`src/rtl/gauging_table_interpolator_unit_macros.svh`:
```
`ifndef GAUGING_TABLE_INTERPOLATOR_UNIT_MACROS_SVH
`define GAUGING_TABLE_INTERPOLATOR_UNIT_MACROS_SVH

// Same-cycle implication on clk, off while rst_n is low
`define GTI_ASSERT_IMPLIES(name, ante, cons, msg) \
    name: assert property (@(posedge clk) disable iff (!rst_n) (ante) |-> (cons)) \
        else $error(msg);

// Next-cycle implication on clk, off while rst_n is low
`define GTI_ASSERT_NEXT(name, ante, cons, msg) \
    name: assert property (@(posedge clk) disable iff (!rst_n) (ante) |=> (cons)) \
        else $error(msg);

`endif

```
`src/rtl/gti_pkg.sv`:
```
`timescale 1ns / 1ps

package gti_pkg;

    // field widths
    localparam int VOL_W     = 32;
    localparam int IDX_W     = 16;
    localparam int STEP_W    = 31;
    localparam int OP_W      = 2;
    localparam int ST_W      = 3;
    localparam int CFG_IDX_W = 1;

    // lookup arithmetic
    localparam int FRAC_W     = 16;
    localparam int QUOT_W     = VOL_W + FRAC_W;
    localparam int DIV_BITS   = 2;
    localparam int DIV_CYCLES = QUOT_W / DIV_BITS;
    localparam int DIV_CNT_W  = $clog2(DIV_CYCLES);
    localparam int MIN_POINTS = 2;

    // generation tag stored next to each volume
    localparam int EPOCH_W = 4;

    // operations
    localparam logic [OP_W-1:0] OP_WRITE  = 2'd0;
    localparam logic [OP_W-1:0] OP_LOOKUP = 2'd1;
    localparam logic [OP_W-1:0] OP_CLEAR  = 2'd2;
    localparam logic [OP_W-1:0] OP_READ   = 2'd3;

    // result status
    localparam logic [ST_W-1:0] ST_OK        = 3'd0;
    localparam logic [ST_W-1:0] ST_NOT_READY = 3'd1;
    localparam logic [ST_W-1:0] ST_BELOW     = 3'd2;
    localparam logic [ST_W-1:0] ST_TOP       = 3'd3;
    localparam logic [ST_W-1:0] ST_BAD_INDEX = 3'd4;

    // configuration register indexes
    localparam logic [CFG_IDX_W-1:0] CFG_START_HEIGHT = 1'b0;
    localparam logic [CFG_IDX_W-1:0] CFG_LEVEL_STEP   = 1'b1;

    localparam logic [STEP_W-1:0] STEP_RESET = 31'd65536;

    typedef struct packed {
        logic [OP_W-1:0]         operation;
        logic [IDX_W-1:0]        point_index;
        logic signed [VOL_W-1:0] point_volume;
        logic signed [VOL_W-1:0] level;
    } in_item_t;

    typedef struct packed {
        logic signed [VOL_W-1:0] volume;
        logic [ST_W-1:0]         status;
    } out_item_t;

    typedef struct packed {
        logic [CFG_IDX_W-1:0] index;
        logic [VOL_W-1:0]     data;
    } cfg_item_t;

    // divider request and status
    typedef struct packed {
        logic              start;
        logic [VOL_W-1:0]  dividend;
        logic [STEP_W-1:0] divisor;
    } div_req_t;

    typedef struct packed {
        logic busy;
        logic done;
    } div_stat_t;

endpackage

```
`src/rtl/gti_div.sv`:
```
`timescale 1ns / 1ps

// Restoring divider, DIV_BITS quotient bits per cycle.
// quotient = floor(dividend * 2^FRAC_W / divisor), divisor nonzero.
module gti_div (
    input  logic                             clk,
    input  logic                             rst_n,
    input  gti_pkg::div_req_t                req,
    output gti_pkg::div_stat_t               stat,
    output logic [gti_pkg::QUOT_W-1:0]       quotient
);

    logic [gti_pkg::STEP_W-1:0]    rem_reg, rem_next;
    logic [gti_pkg::QUOT_W-1:0]    num_reg, num_next;
    logic [gti_pkg::STEP_W-1:0]    divisor_reg;
    logic [gti_pkg::DIV_CNT_W-1:0] cnt_reg, cnt_next;
    logic                          busy_reg, busy_next;
    logic                          done_reg, done_next;

    // DIV_BITS dependent shift-subtract steps
    always_comb
    begin
        logic [gti_pkg::STEP_W:0] trial;
        logic [gti_pkg::STEP_W:0] diff;
        rem_next = rem_reg;
        num_next = num_reg;
        for (int i = 0; i < gti_pkg::DIV_BITS; i++)
        begin
            trial = {rem_next, num_next[gti_pkg::QUOT_W-1]};
            diff  = trial - {1'b0, divisor_reg};
            if (trial >= {1'b0, divisor_reg})
            begin
                rem_next = diff[gti_pkg::STEP_W-1:0];
                num_next = {num_next[gti_pkg::QUOT_W-2:0], 1'b1};
            end
            else
            begin
                rem_next = trial[gti_pkg::STEP_W-1:0];
                num_next = {num_next[gti_pkg::QUOT_W-2:0], 1'b0};
            end
        end
    end

    // iteration control
    always_comb
    begin
        cnt_next  = cnt_reg;
        busy_next = busy_reg;
        done_next = 1'b0;
        if (req.start)
        begin
            cnt_next  = '0;
            busy_next = 1'b1;
        end
        else if (busy_reg)
        begin
            cnt_next = cnt_reg + 1'b1;
            if (cnt_reg == gti_pkg::DIV_CNT_W'(gti_pkg::DIV_CYCLES - 1))
            begin
                busy_next = 1'b0;
                done_next = 1'b1;
            end
        end
    end

    always_ff @(posedge clk or negedge rst_n)
    begin
        if (!rst_n)
        begin
            cnt_reg  <= '0;
            busy_reg <= 1'b0;
            done_reg <= 1'b0;
        end
        else
        begin
            cnt_reg  <= cnt_next;
            busy_reg <= busy_next;
            done_reg <= done_next;
        end
    end

    // operand and partial remainder
    always_ff @(posedge clk)
    begin
        if (req.start)
        begin
            rem_reg     <= '0;
            num_reg     <= {req.dividend, {gti_pkg::FRAC_W{1'b0}}};
            divisor_reg <= req.divisor;
        end
        else if (busy_reg)
        begin
            rem_reg <= rem_next;
            num_reg <= num_next;
        end
    end

    assign stat.busy = busy_reg;
    assign stat.done = done_reg;
    assign quotient  = num_reg;

endmodule

```
`config.mk`:
```
export PLATFORM = sky130hd
export DESIGN_NAME = gti_div
export DESIGN_NICKNAME = d
export VERILOG_FILES = /design/src/rtl/gauging_table_interpolator_unit_macros.svh /design/src/rtl/gti_pkg.sv /design/src/rtl/gti_div.sv
export SDC_FILE = /design/constraint.sdc
export NUM_CORES = 1
export LEC_CHECK = 0
export BUFFER_PORTS_ARGS = -buffer_cell sky130_fd_sc_hd__buf_2
export CAP_MARGIN = 15
export CORE_MARGIN = 4
export CORE_UTILIZATION = 45
export CTS_CLUSTER_SIZE = 16
export DETAILED_ROUTE_END_ITERATION = 12
export PLACE_DENSITY_LB_ADDON = 0.25
export SYNTH_ARGS = -nofsm -noshare
export SYNTH_HDL_FRONTEND = slang
export SYNTH_SLANG_ARGS = --single-unit
```
`constraint.sdc`:
```
create_clock -name clk -period 14.45 [get_ports clk]
set_input_delay 2.89 -clock clk [delete_from_list [all_inputs] [get_ports clk]]
set_output_delay 2.89 -clock clk [all_outputs]
set_load 0.005 [all_outputs]
```
# Word-level counts from Yosys, hierarchy flattened
# Cells that the tools add are included.
[totals]
register_bits = 117
in_bits = 66
elab_cells = 28
out_inout_bits = 50
[op_classes]
magnitude_cmp = 2
n_eq_ne = 1
n_reduce_logical = 1
add_sub_neg = 3
mux = 14
[ops]
columns = ["cell", "count"]
rows = [
  ["48-bit 2-to-1 mux", 2],
  ["32-bit by 31-bit greater-or-equal comparator with 1-bit output", 2],
  ["31-bit 2-to-1 mux", 2],
  ["31-bit subtractor", 2],
  ["5-bit 2-to-1 mux", 2],
  ["1-bit 2-to-1 mux", 8],
  ["5-bit by 1-bit adder with 5-bit output, second input constant", 1],
  ["5-bit == test, second input constant", 1],
  ["2-bit nonzero test", 1],
]

# Logic depth before layout (Yosys ltp)
[logic_depth]
ltp_word = 6
ltp_mapped = 28
ltp_nobuf = 24

# Least setup slack after synthesis
# OpenSTA, ideal clock, no wires.
[synth_timing]
path_kind = "reg-to-reg"
startpoint = "reg num_reg, in the netlist quotient[47]"
endpoint = "reg rem_reg[1] (netlist name)"
t_required_ns = 14.333
setup_time_ns = 0.117
slack_ns = 9.439
arrival_ns = 4.894
stages_incl_launch_ff = 27
path_buffers = 3
synth_period_minus_slack_ns = 5.011
cell_sequence = "edfxtp_1 > inv_1 > ha_1 > inv_1 > fa_1 > a211oi_2 > o21ai_2 > o2111ai_2 > and3_1 > buf_6 > o21a_4 > nor2_2 > buf_2 > nand2_1 > o21ai_0 > fa_1 > nand2b_1 > a211oi_1 > a211oi_1 > o41ai_2 > a21oi_2 > a211o_1 > o21ai_2 > a21oi_4 > buf_6 > mux2i_1 > a22o_1"
[synth_between]
elab_chain_len = 4
elab_cells_between_ends = 6
cone_classes = "add/sub (2); order compare (2); mux (2)"
[synth_lines]
columns = ["item", "line_no", "rtl"]
rows = [
  ["from (decl)", "gti_div.sv:14", "logic [gti_pkg::QUOT_W-1:0] num_reg, num_next;"],
  ["from (signal assigned)", "gti_div.sv:88", "num_reg <= {req.dividend, {gti_pkg::FRAC_W{1'b0}}};"],
  ["from (signal assigned)", "gti_div.sv:94", "num_reg <= num_next;"],
  ["31-bit subtractor / 32-bit by 31-bit greater-or-equal comparator with 1-bit output (equally long branches)", "gti_div.sv:30, gti_div.sv:31", ""],
  ["31-bit 2-to-1 mux (*)", "gti_div.sv:31", "if (trial >= {1'b0, divisor_reg})"],
  ["31-bit subtractor / 32-bit by 31-bit greater-or-equal comparator with 1-bit output (equally long branches)", "gti_div.sv:30, gti_div.sv:31", ""],
  ["31-bit 2-to-1 mux (*)", "gti_div.sv:31", ""],
  ["to (signal assigned)", "gti_div.sv:93", "rem_reg <= rem_next;"],
  ["to (decl)", "gti_div.sv:13", "logic [gti_pkg::STEP_W-1:0] rem_reg, rem_next;"],
]
# Mark *: on every way between the ends. The rest lies on a longest branch, timed or not.
# A chain may end at the register's enable or synchronous reset.

# Worst setup path in the final report
[layout_timing]
startpoint = "reg num_reg, in the netlist quotient[47]"
endpoint = "reg rem_reg[14] (netlist name)"
# The elaborated chain is that of the path after synthesis.

==> impl_results.md <==
- Post-CTS Resized: 0
- Category of the worst setup path capture point: register
- Switching power as a share of total power: 40.6%
- Tightest hold margin: 0.488 ns
- Fin. max-slew vios: 0
- Run status: completed
- Count of flip-flops with a built-in enable after synthesis: 63
- Leak: 4.49 nW
- Number of global-route vias before repair: 6,821
- # nets final: 1,124
- Top-Level Pins: 116
- HP Class: register to register
- Logic gate share of total power: 46.9%
- Data required time at the worst endpoint: 14.79 ns
- Area of all sequential standard cells: 3010 um2
- Synthesized area divided by synthesized cell count: 9.12 um2
- TritonCTS clock tree: yes
- Syn Std Cell Area: 8530 um2
- Syn. warnings: 0
- Final-report setup violation count: 0
- Power per cell area: 168 nW/um2
- Routed length per instance: 17.8 um
- H-tree levels: 4
- Worst Max-Slew Pin Slew: 0.922 ns
- Clock share of power: 26.2%
- Clk Latency, worst-skew pair: 0.43 ns
- Number of rows created at floorplan: 50
- Most used DFF post-synth: sky130_fd_sc_hd__edfxtp_1
- Hold Fails Final Rpt: 0
- Die outline area: 21,200 um2
- Detailed Route WL: 22,100 um
- Placeable core region: 18,700 um2
- Crit path max-delay family: compound AO/OA/AOI/OAI gates
- Combined global-route utilization of all metal layers: 20.4%
- CP Cell Sequence: inv_1 > ha_1 > inv_1 > fa_1 > a211oi_2 > o21ai_2 > o2111ai_2 > and3_1 > o21a_4 > or2_1 > buf_4 > o21ai_0 > ha_1 > a211o_1 > a211oi_1 > o41ai_2 > a21oi_2 > a211o_1 > o21ai_2 > a21oi_4 > buf_4 > mux2_2 > nor3_1
- Filler cell count in the final layout: 1,713
- Pin count of the biggest net entering global routing: 70
- Count of buffering cells on the critical path with inverters included: 4
- Internal power: 0.949 mW
- Yosys top cell area share: 22.2%
- Fraction of layout instances using a drive strength above 1: 17.8%
- Iter 0 DRT Violations: 498
- Unrepaired setup endpoints after global routing: false
- Hold_buf cts: 0
- Final clock skew: 0.0113 ns
- Post-synth cell types: 76
- Critical path launch point type: register
- Fmax: 150 MHz
- # diodes: 0
- Initial core utilization: 45.6%
- Mean number of vias per cell: 5.74
- Crit path DAT: 6.99 ns
- Setup Buffers After CTS: 0
- Wire length of the first global-routing pass: 35,400 um
- Period Utilization, post-route: 46.0%
- Number of antenna violations at the first check in global routing: 2
- Share of power burned in registers: 27.0%
- Fin Setup TNS: 0 ns
- Post-placement cell area: 8930 um2
- Post-route cell area: 9520 um2
- Number of sinks handled by clock tree synthesis: 117
- Highest fanout seen on the critical path: 21
- Reported net switching power: 0.649 mW
- Buffers from clock root to sink, at most: 2
- Delay contributed by the slowest stage of the critical path: 0.53 ns
- IR Drop Worst-Case VDD: 0.0000931 V
- Detailed Place HPWL: 16,400 um
- Die H: 146 um
- Max reg flops: 48
- Count of mapped cells out of synthesis: 936
- Overflow after GRT: 0
- Critical path type: register to register
- Drt drc: 0
- Number of storage elements in the synthesis netlist: 117
- Total nets after synthesis: 1,067
- Area Growth Syn to Fin: 11.5%
- Detailed Routing Iterations Pass 1: 7
- Fraction of the yosys area taken by sequential cells: 35.3%
- Utilization after layout: 50.9%
- Max-cap viol count: 0
- Async SR Flop Fraction: 5.98%
- Clock tree root driver cell: sky130_fd_sc_hd__clkbuf_16
- Final estimated routing congestion in global placement: 0.939
- Slowest cell on the critical path: sky130_fd_sc_hd__a21oi_4
- Num CTS Buffers: 17
- Number of nets still failing antenna checks after routing: 0
- Max-Slew Margin vs Limit: 38.3%
- Post-synth top area cell: sky130_fd_sc_hd__edfxtp_1
- Vias: 7,118
- CTS clock-pin slew for the worst setup and hold paths: 0.07 ns
- Min Tclk post-route: 6.65 ns
- Area of the multi-input gates: 4810 um2
- Biggest area contributors in the synthesized netlist: sky130_fd_sc_hd__edfxtp_1, sky130_fd_sc_hd__dfxtp_1, sky130_fd_sc_hd__ha_1
- Tot Pwr: 1.60 mW
- Width of the die: 146 um
- Count of buffers inserted at the top-level ports: 115
synth_stat cells (all sizes together) (4+ instances only):
cell and n:
a31oi 7, ha 63, nand4 10, a211oi 30
or2 4, nand3 14, nand4b 4, o41ai 5
xor2 25, a22o 34, nor2 96, o31ai 5
mux2i 42, o21ai 46, buf 62, nor3 15
nor2b 7, o21a 8, nand2b 11, and3 8
dfxtp 47, clkbuf 23, o211ai 10, dfrtp 7
a21o 22, xnor2 29, a21oi 68, inv 47
nand2 66, edfxtp 63, nand3b 4, nor4 6
and2 5
cells in the final DEF, fill, tap and decap left out, types with 6 or more instances in the layout:
cell type / Yosys / final
sky130_fd_sc_hd__nand4_1: 10 / 10
sky130_fd_sc_hd__nor2_1: 95 / 94
sky130_fd_sc_hd__o211ai_1: 10 / 10
sky130_fd_sc_hd__a22o_1: 34 / 34
sky130_fd_sc_hd__buf_2: 4 / 114
sky130_fd_sc_hd__clkbuf_16: 0 / 17
sky130_fd_sc_hd__ha_1: 63 / 63
sky130_fd_sc_hd__nor3_1: 14 / 14
sky130_fd_sc_hd__xnor2_1: 29 / 29
sky130_fd_sc_hd__inv_1: 47 / 47
sky130_fd_sc_hd__nor4_1: 6 / 6
sky130_fd_sc_hd__edfxtp_1: 63 / 63
sky130_fd_sc_hd__nor2b_1: 7 / 7
sky130_fd_sc_hd__o21a_1: 7 / 7
sky130_fd_sc_hd__nand2b_1: 11 / 11
sky130_fd_sc_hd__nand2_1: 66 / 66
sky130_fd_sc_hd__dfrtp_1: 7 / 6
sky130_fd_sc_hd__mux2i_1: 42 / 42
sky130_fd_sc_hd__xor2_1: 25 / 25
sky130_fd_sc_hd__dfxtp_1: 47 / 47
sky130_fd_sc_hd__a31oi_1: 7 / 7
sky130_fd_sc_hd__nand3_1: 14 / 14
sky130_fd_sc_hd__a211oi_1: 28 / 28
sky130_fd_sc_hd__and3_1: 8 / 8
sky130_fd_sc_hd__a21oi_1: 66 / 66
sky130_fd_sc_hd__o21ai_0: 42 / 42
sky130_fd_sc_hd__a21o_1: 22 / 22
sky130_fd_sc_hd__buf_4: 49 / 9
worst min-delay path, cell delays in order, from the launching register on:
cell and delay [ns]:
sky130_fd_sc_hd__dfxtp_1 0.33, sky130_fd_sc_hd__nand2_1 0.06, sky130_fd_sc_hd__o21ai_1 0.05
metal layers:
metal	share of wire (%)	vias up	routed length, um	GRT usage (%)
li1	-	3507	-	-
met1	46	3346	10100	27.8
met5	0.10	-	23	0
met3	6.7	31	1480	4.98
met2	46	230	10200	32.4
met4	1.4	4	318	5.79
path summary, 6_finish.rpt:
check	endpoint	slack (ns)	startpoint	depth (start not counted)
min	rem_reg[28]	0.49	rem_reg[28]	2
min reg2reg	rem_reg[28]	0.49	rem_reg[28]	2
min in group asynchronous	cnt_reg[4]	2.29	rst_n	1
max in group asynchronous	busy_reg	11.98	rst_n	1
max	rem_reg[14]	7.80	quotient[47]	23
max reg2reg	rem_reg[14]	7.80	quotient[47]	23
per-stage QoR:
stage	instances	setup WS, ns
final	1240	7.80
after global routing	1240	7.30
after floorplan	936	9.44
after detailed placement	1208	7.89
after CTS	1240	7.81
after global placement	1208	8.01
layout make-up:
| cell class | instances | area share [%] |
|---|---|---|
| Clock buffer | 17 | 4.47 |
| Clock inverter | 15 | 1.71 |
| Inverter | 47 | 1.85 |
| Multi-Input combinational cell | 687 | 50.6 |
| Sequential cell | 117 | 31.6 |
| Tap cell | 234 | 3.08 |
| Timing Repair Buffer | 123 | 6.71 |
logic make-up (layout without fill, tap and decap cells):
family,count (synthesis),after routing,share of synthesized area [%]
mux,45,45,5.32
compound gates,263,263,21.4
buf+inv,132,202,8.39
xor+xnor,54,54,5.54
simple gates,260,260,14.4
fa+ha+maj,65,65,9.71
flops,117,117,35.3
power by group through the flow:
stage / Sequential, mW / Clock (mW) / Combinational [mW]
after floorplan: 0.425 / 0 / 0.610
after global placement: 0.436 / 0 / 0.737
after detailed placement: 0.436 / 0 / 0.739
after CTS: 0.430 / 0.426 / 0.744
after global routing: 0.436 / 0.441 / 0.831
final: 0.431 / 0.418 / 0.749
(Power assumes the default switching activity.)
